[src/hw/rtl/ordered_array_list_engine_defines.svh]
// Assertion macros used by the ordered array list engine sequencer (oale_ctrl).
`ifndef ORDERED_ARRAY_LIST_ENGINE_DEFINES_SVH
`define ORDERED_ARRAY_LIST_ENGINE_DEFINES_SVH

// Same-cycle implication, disabled while in reset.
`define OALE_ASSERT_IMP(lbl, clk, rst, ante, cons, msg) \
   lbl: assert property (@(posedge clk) disable iff (rst) (ante) |-> (cons)) \
      else $error(msg);

// Next-cycle implication, disabled while in reset.
`define OALE_ASSERT_NXT(lbl, clk, rst, ante, cons, msg) \
   lbl: assert property (@(posedge clk) disable iff (rst) (ante) |=> (cons)) \
      else $error(msg);

`endif

[src/hw/rtl/oale_pkg.sv]
// Shared constants, codes and types for the ordered array list engine.
package oale_pkg;

   localparam int DEPTH  = 64;
   localparam int ADDR_W = $clog2(DEPTH);
   localparam int CNT_W  = $clog2(DEPTH + 1);
   localparam int DATA_W = 32;

   // request kinds
   localparam logic [1:0] REQ_INSERT = 2'd0;
   localparam logic [1:0] REQ_REMOVE = 2'd1;
   localparam logic [1:0] REQ_DUMP   = 2'd2;

   // result status codes
   localparam logic [1:0] ST_OK       = 2'd0;
   localparam logic [1:0] ST_FULL     = 2'd1;
   localparam logic [1:0] ST_EMPTY    = 2'd2;
   localparam logic [1:0] ST_NOTFOUND = 2'd3;

   typedef enum logic [3:0] {
      S_IDLE   = 4'b0001,
      S_SEARCH = 4'b0010,
      S_SHIFT  = 4'b0100,
      S_DUMP   = 4'b1000
   } state_type;

   // one memory access per cycle: a write and/or a read
   typedef struct packed {
      logic                     wr_en;
      logic [ADDR_W-1:0]        wr_addr;
      logic signed [DATA_W-1:0] wr_data;
      logic                     rd_en;
      logic [ADDR_W-1:0]        rd_addr;
   } ram_req_type;

   // result word from the sequencer
   typedef struct packed {
      logic                     valid;
      logic [1:0]               status;
      logic signed [DATA_W-1:0] data_value;
      logic [CNT_W-1:0]         entry_count;
      logic                     last;
   } rsp_type;

endpackage

[src/hw/rtl/oale_ram.sv]
// Entry store: single-port-write, single-port-read memory, registered read data.
module oale_ram (
   input  logic                              clock,
   input  oale_pkg::ram_req_type             ram_req,
   output logic signed [oale_pkg::DATA_W-1:0] rd_data
);
   import oale_pkg::*;

   logic signed [DATA_W-1:0] mem [DEPTH];

   // write port
   always_ff @(posedge clock) begin
      if (ram_req.wr_en) begin
         mem[ram_req.wr_addr] <= ram_req.wr_data;
      end
   end

   // read port, registered read data
   always_ff @(posedge clock) begin
      if (ram_req.rd_en) begin
         rd_data <= mem[ram_req.rd_addr];
      end
   end

endmodule

[src/hw/rtl/oale_ctrl.sv]
// Sequencer: insert, search-and-shift remove and dump over the entry store.
`include "ordered_array_list_engine_defines.svh"

module oale_ctrl (
   input  logic                               clock,
   input  logic                               reset,
   input  logic                               start,
   input  logic [1:0]                         req_type,
   input  logic signed [oale_pkg::DATA_W-1:0] req_value,
   output logic                               busy,
   output oale_pkg::ram_req_type              ram_req,
   input  logic signed [oale_pkg::DATA_W-1:0] rd_data,
   output oale_pkg::rsp_type                  rsp
);
   import oale_pkg::*;

   state_type                state_ff, state_in;
   logic [CNT_W-1:0]         count_ff, count_in;
   logic [CNT_W-1:0]         rd_ptr_ff, rd_ptr_in;
   logic                     rd_vld_ff, rd_vld_in;
   logic [ADDR_W-1:0]        rd_idx_ff, rd_idx_in;
   logic signed [DATA_W-1:0] val_ff, val_in;
   logic [ADDR_W-1:0]        last_idx;
   logic                     more;

   assign busy     = (state_ff != S_IDLE);
   assign last_idx = ADDR_W'(count_ff - CNT_W'(1));
   assign more     = (rd_ptr_ff < count_ff);

   // next-state and datapath control
   always_comb begin
      state_in  = state_ff;
      count_in  = count_ff;
      rd_ptr_in = rd_ptr_ff;
      rd_vld_in = 1'b0;
      rd_idx_in = rd_idx_ff;
      val_in    = val_ff;
      ram_req   = '0;
      rsp       = '0;

      // streaming reads while a scan is running
      if (state_ff != S_IDLE && more) begin
         ram_req.rd_en   = 1'b1;
         ram_req.rd_addr = rd_ptr_ff[ADDR_W-1:0];
         rd_ptr_in       = rd_ptr_ff + CNT_W'(1);
         rd_vld_in       = 1'b1;
         rd_idx_in       = rd_ptr_ff[ADDR_W-1:0];
      end

      unique case (state_ff)
         S_IDLE: begin
            rd_ptr_in = '0;
            if (start) begin
               val_in = req_value;
               unique case (req_type)
                  REQ_INSERT: begin
                     rsp.valid      = 1'b1;
                     rsp.data_value = req_value;
                     rsp.last       = 1'b1;
                     if (count_ff == CNT_W'(DEPTH)) begin
                        rsp.status      = ST_FULL;
                        rsp.entry_count = count_ff;
                     end else begin
                        ram_req.wr_en   = 1'b1;
                        ram_req.wr_addr = count_ff[ADDR_W-1:0];
                        ram_req.wr_data = req_value;
                        count_in        = count_ff + CNT_W'(1);
                        rsp.status      = ST_OK;
                        rsp.entry_count = count_ff + CNT_W'(1);
                     end
                  end
                  REQ_REMOVE: begin
                     if (count_ff == '0) begin
                        rsp.valid       = 1'b1;
                        rsp.status      = ST_EMPTY;
                        rsp.data_value  = req_value;
                        rsp.entry_count = count_ff;
                        rsp.last        = 1'b1;
                     end else begin
                        state_in = S_SEARCH;
                     end
                  end
                  REQ_DUMP: begin
                     if (count_ff == '0) begin
                        rsp.valid  = 1'b1;
                        rsp.status = ST_EMPTY;
                        rsp.last   = 1'b1;
                     end else begin
                        state_in = S_DUMP;
                     end
                  end
                  default: begin
                     // unused kind: dropped
                  end
               endcase
            end
         end

         // compare each entry as it returns from the store
         S_SEARCH: begin
            if (rd_vld_ff) begin
               if (rd_data == val_ff) begin
                  state_in = S_SHIFT;
               end else if (rd_idx_ff == last_idx) begin
                  rsp.valid       = 1'b1;
                  rsp.status      = ST_NOTFOUND;
                  rsp.data_value  = val_ff;
                  rsp.entry_count = count_ff;
                  rsp.last        = 1'b1;
                  state_in        = S_IDLE;
                  rd_vld_in       = 1'b0;
               end
            end
         end

         // move every later entry down one place
         S_SHIFT: begin
            if (rd_vld_ff) begin
               ram_req.wr_en   = 1'b1;
               ram_req.wr_addr = rd_idx_ff - ADDR_W'(1);
               ram_req.wr_data = rd_data;
            end else if (!more) begin
               count_in        = count_ff - CNT_W'(1);
               rsp.valid       = 1'b1;
               rsp.status      = ST_OK;
               rsp.data_value  = val_ff;
               rsp.entry_count = count_ff - CNT_W'(1);
               rsp.last        = 1'b1;
               state_in        = S_IDLE;
               rd_vld_in       = 1'b0;
            end
         end

         // one result per entry
         S_DUMP: begin
            if (rd_vld_ff) begin
               rsp.valid       = 1'b1;
               rsp.status      = ST_OK;
               rsp.data_value  = rd_data;
               rsp.entry_count = count_ff;
               rsp.last        = (rd_idx_ff == last_idx);
               if (rd_idx_ff == last_idx) begin
                  state_in  = S_IDLE;
                  rd_vld_in = 1'b0;
               end
            end
         end

         default: begin
            state_in = S_IDLE;
         end
      endcase
   end

   // control registers
   always_ff @(posedge clock) begin
      if (reset) begin
         state_ff  <= S_IDLE;
         count_ff  <= '0;
         rd_ptr_ff <= '0;
         rd_vld_ff <= 1'b0;
      end else begin
         state_ff  <= state_in;
         count_ff  <= count_in;
         rd_ptr_ff <= rd_ptr_in;
         rd_vld_ff <= rd_vld_in;
      end
   end

   // payload registers
   always_ff @(posedge clock) begin
      rd_idx_ff <= rd_idx_in;
      val_ff    <= val_in;
   end

   `OALE_ASSERT_IMP(a_count_range, clock, reset, 1'b1, count_ff <= CNT_W'(DEPTH), "count above depth")
   `OALE_ASSERT_IMP(a_dump_no_write, clock, reset, state_ff == S_DUMP, !ram_req.wr_en, "write during dump")
   `OALE_ASSERT_IMP(a_shift_addr, clock, reset, ram_req.wr_en && state_ff == S_SHIFT, {1'b0, ram_req.wr_addr} < count_ff, "shift write beyond list")
   `OALE_ASSERT_NXT(a_insert_count, clock, reset, state_ff == S_IDLE && start && req_type == REQ_INSERT && count_ff != CNT_W'(DEPTH), count_ff == CNT_W'($past(count_ff) + CNT_W'(1)), "insert did not grow list")

endmodule

[src/hw/rtl/ordered_array_list_engine.sv]
// Top level of the ordered array list engine: sequencer, entry store, result register.
//
// Keeps an ordered list of up to DEPTH signed 32-bit words in a single-read,
// single-write memory. A request is taken when start is high and busy is low;
// each result word appears on the rsp_ ports for one cycle with rsp_valid high,
// in the cycle after the sequencer produces it, and cannot be held off. An insert,
// and any request that fails at once (full, empty), leaves busy low, so a new
// request may follow in the next cycle. A remove holds busy while the memory
// read port scans one entry per cycle, first comparing, then copying each later
// entry one place down. A dump holds busy while it gives one result word per
// entry per cycle, last flagged.
module ordered_array_list_engine (
   input  logic                               clock,
   input  logic                               reset,
   input  logic                               start,
   output logic                               busy,
   input  logic [1:0]                         req_type,
   input  logic signed [oale_pkg::DATA_W-1:0] req_value,
   output logic                               rsp_valid,
   output logic [1:0]                         rsp_status,
   output logic signed [oale_pkg::DATA_W-1:0] rsp_data_value,
   output logic [oale_pkg::CNT_W-1:0]         rsp_entry_count,
   output logic                               rsp_last
);
   import oale_pkg::*;

   ram_req_type              ram_req;
   logic signed [DATA_W-1:0] rd_data;
   rsp_type                  rsp;

   logic                     rsp_valid_ff;
   logic [1:0]               rsp_status_ff;
   logic signed [DATA_W-1:0] rsp_data_ff;
   logic [CNT_W-1:0]         rsp_count_ff;
   logic                     rsp_last_ff;

   oale_ctrl u_ctrl (
      .clock     (clock),
      .reset     (reset),
      .start     (start),
      .req_type  (req_type),
      .req_value (req_value),
      .busy      (busy),
      .ram_req   (ram_req),
      .rd_data   (rd_data),
      .rsp       (rsp)
   );

   oale_ram u_ram (
      .clock   (clock),
      .ram_req (ram_req),
      .rd_data (rd_data)
   );

   // result strobe
   always_ff @(posedge clock) begin
      if (reset) begin
         rsp_valid_ff <= 1'b0;
      end else begin
         rsp_valid_ff <= rsp.valid;
      end
   end

   // result word
   always_ff @(posedge clock) begin
      rsp_status_ff <= rsp.status;
      rsp_data_ff   <= rsp.data_value;
      rsp_count_ff  <= rsp.entry_count;
      rsp_last_ff   <= rsp.last;
   end

   assign rsp_valid       = rsp_valid_ff;
   assign rsp_status      = rsp_status_ff;
   assign rsp_data_value  = rsp_data_ff;
   assign rsp_entry_count = rsp_count_ff;
   assign rsp_last        = rsp_last_ff;

endmodule
[config.mk]
export PLATFORM = sky130hd
export DESIGN_NAME = ordered_array_list_engine
export DESIGN_NICKNAME = d
export VERILOG_FILES = /design/src/hw/rtl/oale_pkg.sv /design/src/hw/rtl/oale_ram.sv /design/src/hw/rtl/oale_ctrl.sv /design/src/hw/rtl/ordered_array_list_engine.sv
export VERILOG_INCLUDE_DIRS = /design/src /design/src/hw/rtl
export SDC_FILE = /design/constraint.sdc
export NUM_CORES = 2
export LEC_CHECK = 0
export ABC_AREA = 1
export BUFFER_PORTS_ARGS = -buffer_cell sky130_fd_sc_hd__buf_2
export CORE_UTILIZATION = 40
export DETAILED_ROUTE_END_ITERATION = 8
export REMOVE_ABC_BUFFERS = 1
export SETUP_SLACK_MARGIN = 0.4
export SLEW_MARGIN = 40
export SYNTH_ARGS = -nofsm -noshare
export SYNTH_HDL_FRONTEND = slang
export SYNTH_SLANG_ARGS = --single-unit
[constraint.sdc]
create_clock -name clock -period 7.9 [get_ports clock]
set_input_delay 1.58 -clock clock [delete_from_list [all_inputs] [get_ports clock]]
set_output_delay 1.58 -clock clock [all_outputs]
set_load 0.01 [all_outputs]
==> summary.txt <==
multi-input logic area: 22100 sq um
CTS sink count: 2180
cells resized by post-CTS repair: 0
CTS tree: built
YS warnings: 0
hold buffer count at CTS: 0
clock root cell: clkbuf_16
HP Start: u_ctrl.val_ff[13]
Crit Path Category: reg2reg
# setup viols final: 0
area of the core: 231000 sq um
CTS H-tree lvls: 4
First DRT Iteration DRCs: 6756
FF-to-FF path depth: 16
Rel. slew slack: 36.8%
Routed Antenna Nets: 0
peak supply drop: 0.233 mV
FF-to-FF End: u_ram.rd_data[20]
DR pass1 iterations: 6
crit path cell chain: inv_1 > ha_1 > a21oi_1 > nand2_1 > nand2_2 > nand3_4 > inv_2 > buf_4 > nand2_4 > inv_8 > buf_12 > nand3_1 > nand3_1 > nand3_1 > nand3_1 > nand2_1
ys async rst share: 0%
post-CTS setup repair buffer count: 0
Area contributors post-synth: edfxtp_1, nand3_1, nand2_1
internal reg-to-reg setup slack: 3.12 ns
routability congestion estimate: 0.893
Post-Syn Area: 93100 sq um
slowest CP cell: buf_4
first-pass GRT wire length: 393 mm
Mapped Cells: 8824
PD cells: 230 nW/um^2
total detailed-routing wirelength: 266 mm
Post-layout nets: 8886
CP Capture Type: flip-flop
clock skew: 0.0328 ns
buffers and inverters on the worst path: 5
outcome: finished, final reports clean
Clock Pin Slew Worst Setup and Hold Paths: 0.06 ns
Primary FF master, synth: edfxtp_1
share of cells above drive strength 1: 7.73%
area share of the largest cell type after synthesis: 68.3%
syn avg cell area: 10.6 sq um
largest net degree at the start of global routing: 163
initial antenna violation count: 10
Final Hold Viols: 0
vias in the first global route: 59.7k
Initial Util: 40.4%
Seq/Total Area, Yosys: 69.6%
leakage: 41.7 nW
Skew-Pair Late Insertion Delay: 0.87 ns
Achievable Freq: 209 MHz
Reg area: 64800 sq um
clock tree buffer depth: 3
Port Buf Inserts: 80
Worst Hold Slack: 0.504 ns
max-slew violations: 0
Hold Path Sink: rsp_data_value[13]
gr ovfl total: 0
worst hold path type: reg2reg
area grow syn2layout: 13.2%
Vias: 63.0k
drt wl/cell: 22.1 microns
RSZ-0062 raised after global routing: no
final worst-path cycle share: 60.6%
Crit path arrival time: 5.38 ns
Slew @ Worst Pin: 0.949 ns
type of origin of the critical path: flip-flop
MaxCap Viol Count: 0
CP Max Fanout: 77
die width: 485 microns
Data required, critical path: 8.50 ns
CTS Buf Count: 218
Final min period: 4.78 ns
DIE AREA: 235000 sq um
most used cell, CP: nand3_1
Hold Crit Depth: 2
Seq cells post-synth: 2180
Cells after DPL: 11.6k
Max stage delay on crit path: 0.56 ns
row cnt: 176
die height: 485 microns
Via-to-Cell Ratio: 5.23
I/O pins: 81
reg-to-reg startpoint: u_ctrl.count_ff[2]
DRC violations left: 0
Yosys cell types: 39
# fillers: 20.9k
top cell type by total area after synthesis: edfxtp_1
Crit path max-delay family: buffers and inverters
Tot GR Track Use: 22.3%
non-filler cells, final: 12.0k
Post-DP HPWL: 151 mm
Post-synth EDFFs: 2118
[worst min-delay path, delay by kind of cell, from the launching register on]
kind,cells,cell delay [ns]
AND/OR/NAND/NOR,2,0.11
flip-flops,1,0.36
[per-stage QoR]
step / setup WS, ns / instance area, sq um / setup TNS, ns / power, mW / utilization, %
after detailed placement: 2.42 / 98300 / 0 / 14.4 / 42.6
final: 3.12 / 105000 / 0 / 24.3 / 45.7
after floorplan: -32.36 / 91100 / -1311.98 / 13.8 / -
after global routing: 2.83 / 105000 / 0 / 24.9 / 45.7
after CTS: 3.11 / 105000 / 0 / 24.4 / 45.6
after global placement: 1.91 / 97300 / 0 / 14.3 / 42.2
[state kept, by name (all words and copies together) (netlist names), 2 cells and up]
| signal | count |
|---|---|
| u_ctrl.rd_ptr_ff | 7 |
| rsp_status | 2 |
| u_ctrl.state_ff | 4 |
| u_ram.rd_data | 32 |
| rsp_entry_count | 7 |
| u_ctrl.count_ff | 7 |
| rsp_data_value | 32 |
| u_ctrl.rd_idx_ff | 6 |
| u_ram.mem | 2048 |
| u_ctrl.val_ff | 32 |
[cell type report]
type / instances / area share [%]
diodes: 4 / 0.00949
clock buffers: 274 / 5.41
clock inverters: 127 / 1.11
inverters: 1314 / 4.70
multi-input cells: 4858 / 21.0
flip-flops and latches: 2180 / 61.5
well taps: 3026 / 3.59
repair buffers: 261 / 2.68
[worst max-delay path by stage]
stage                   startpoint           endpoint  slack [ns]  depth (start not counted)
6_report        u_ctrl.count_ff[2]  u_ram.rd_data[20]        3.12                         16
5_1_grt         u_ctrl.count_ff[2]  u_ram.rd_data[22]        2.83                         16
4_1_cts         u_ctrl.count_ff[2]  u_ram.rd_data[25]        3.11                         16
3_5_place_dp           req_type[0]   u_ram.mem[19][4]        2.42                         14
3_3_place_gp           req_type[0]  u_ram.mem[34][27]        1.91                         13
2_1_floorplan  u_ctrl.rd_ptr_ff[0]  u_ram.rd_data[10]      -32.36                          7
[cell families after synthesis]
group / count (synthesis) / share of synthesized area (%)
xor+xnor: 37 / 0.348
buf+inv: 1786 / 7.48
fa+ha+maj: 16 / 0.215
simple gates: 4453 / 20.3
flops: 2180 / 69.6
compound gates: 352 / 2.06
[routing by layer]
| layer | track usage, % | up-vias | wire, microns |
|---|---|---|---|
| met5 | 0 | - | 38 |
| met4 | 7.22 | 8 | 7720 |
| met2 | 36.0 | 2619 | 125000 |
| met3 | 3.96 | 449 | 22200 |
| li1 | - | 29253 | - |
| met1 | 30.5 | 30664 | 112000 |
[synth_stat cells, types with 3 or more instances]
cell and n:
nand4_1 41, nor3_1 6, a31oi_1 7, a22o_1 4
a21oi_1 17, nor2_2 3, or2_2 8, o22ai_1 4
dfxtp_1 62, xnor2_1 24, inv_2 7, buf_2 174
nand3_1 1567, edfxtp_1 2118, clkbuf_1 232, inv_1 1307
a32o_1 19, nand2_1 1745, xor2_1 13, nor3b_1 3
nor4_1 4, buf_4 7, ha_1 16, buf_1 56
o21ai_0 292, nor2_1 1071
[power by group]
| group | switching, mW | internal (mW) |
|---|---|---|
| clock network | 4.44 | 5.69 |
| logic | 0.935 | 0.249 |
| registers | 0.0814 | 12.9 |
| total | 5.45 | 18.8 |
[cells in the final DEF, fill, tap and decap left out, types with 13 or more instances in the layout]
master / instances
edfxtp_1: 2118
bufinv_16: 18
a21oi_1: 16
clkbuf_16: 220
buf_2: 80
xnor2_1: 24
buf_6: 14
dfxtp_1: 61
buf_4: 88
buf_16: 19
nand4_1: 41
buf_12: 36
clkinv_1: 51
clkbuf_1: 54
buf_8: 24
nand3_1: 1567
clkinv_2: 38
ha_1: 16
o21ai_0: 282
nor2_4: 71
xor2_1: 13
nor2_1: 1001
inv_1: 1304
nand2_1: 1739
Note: power is estimated with default switching activity, not from simulation.
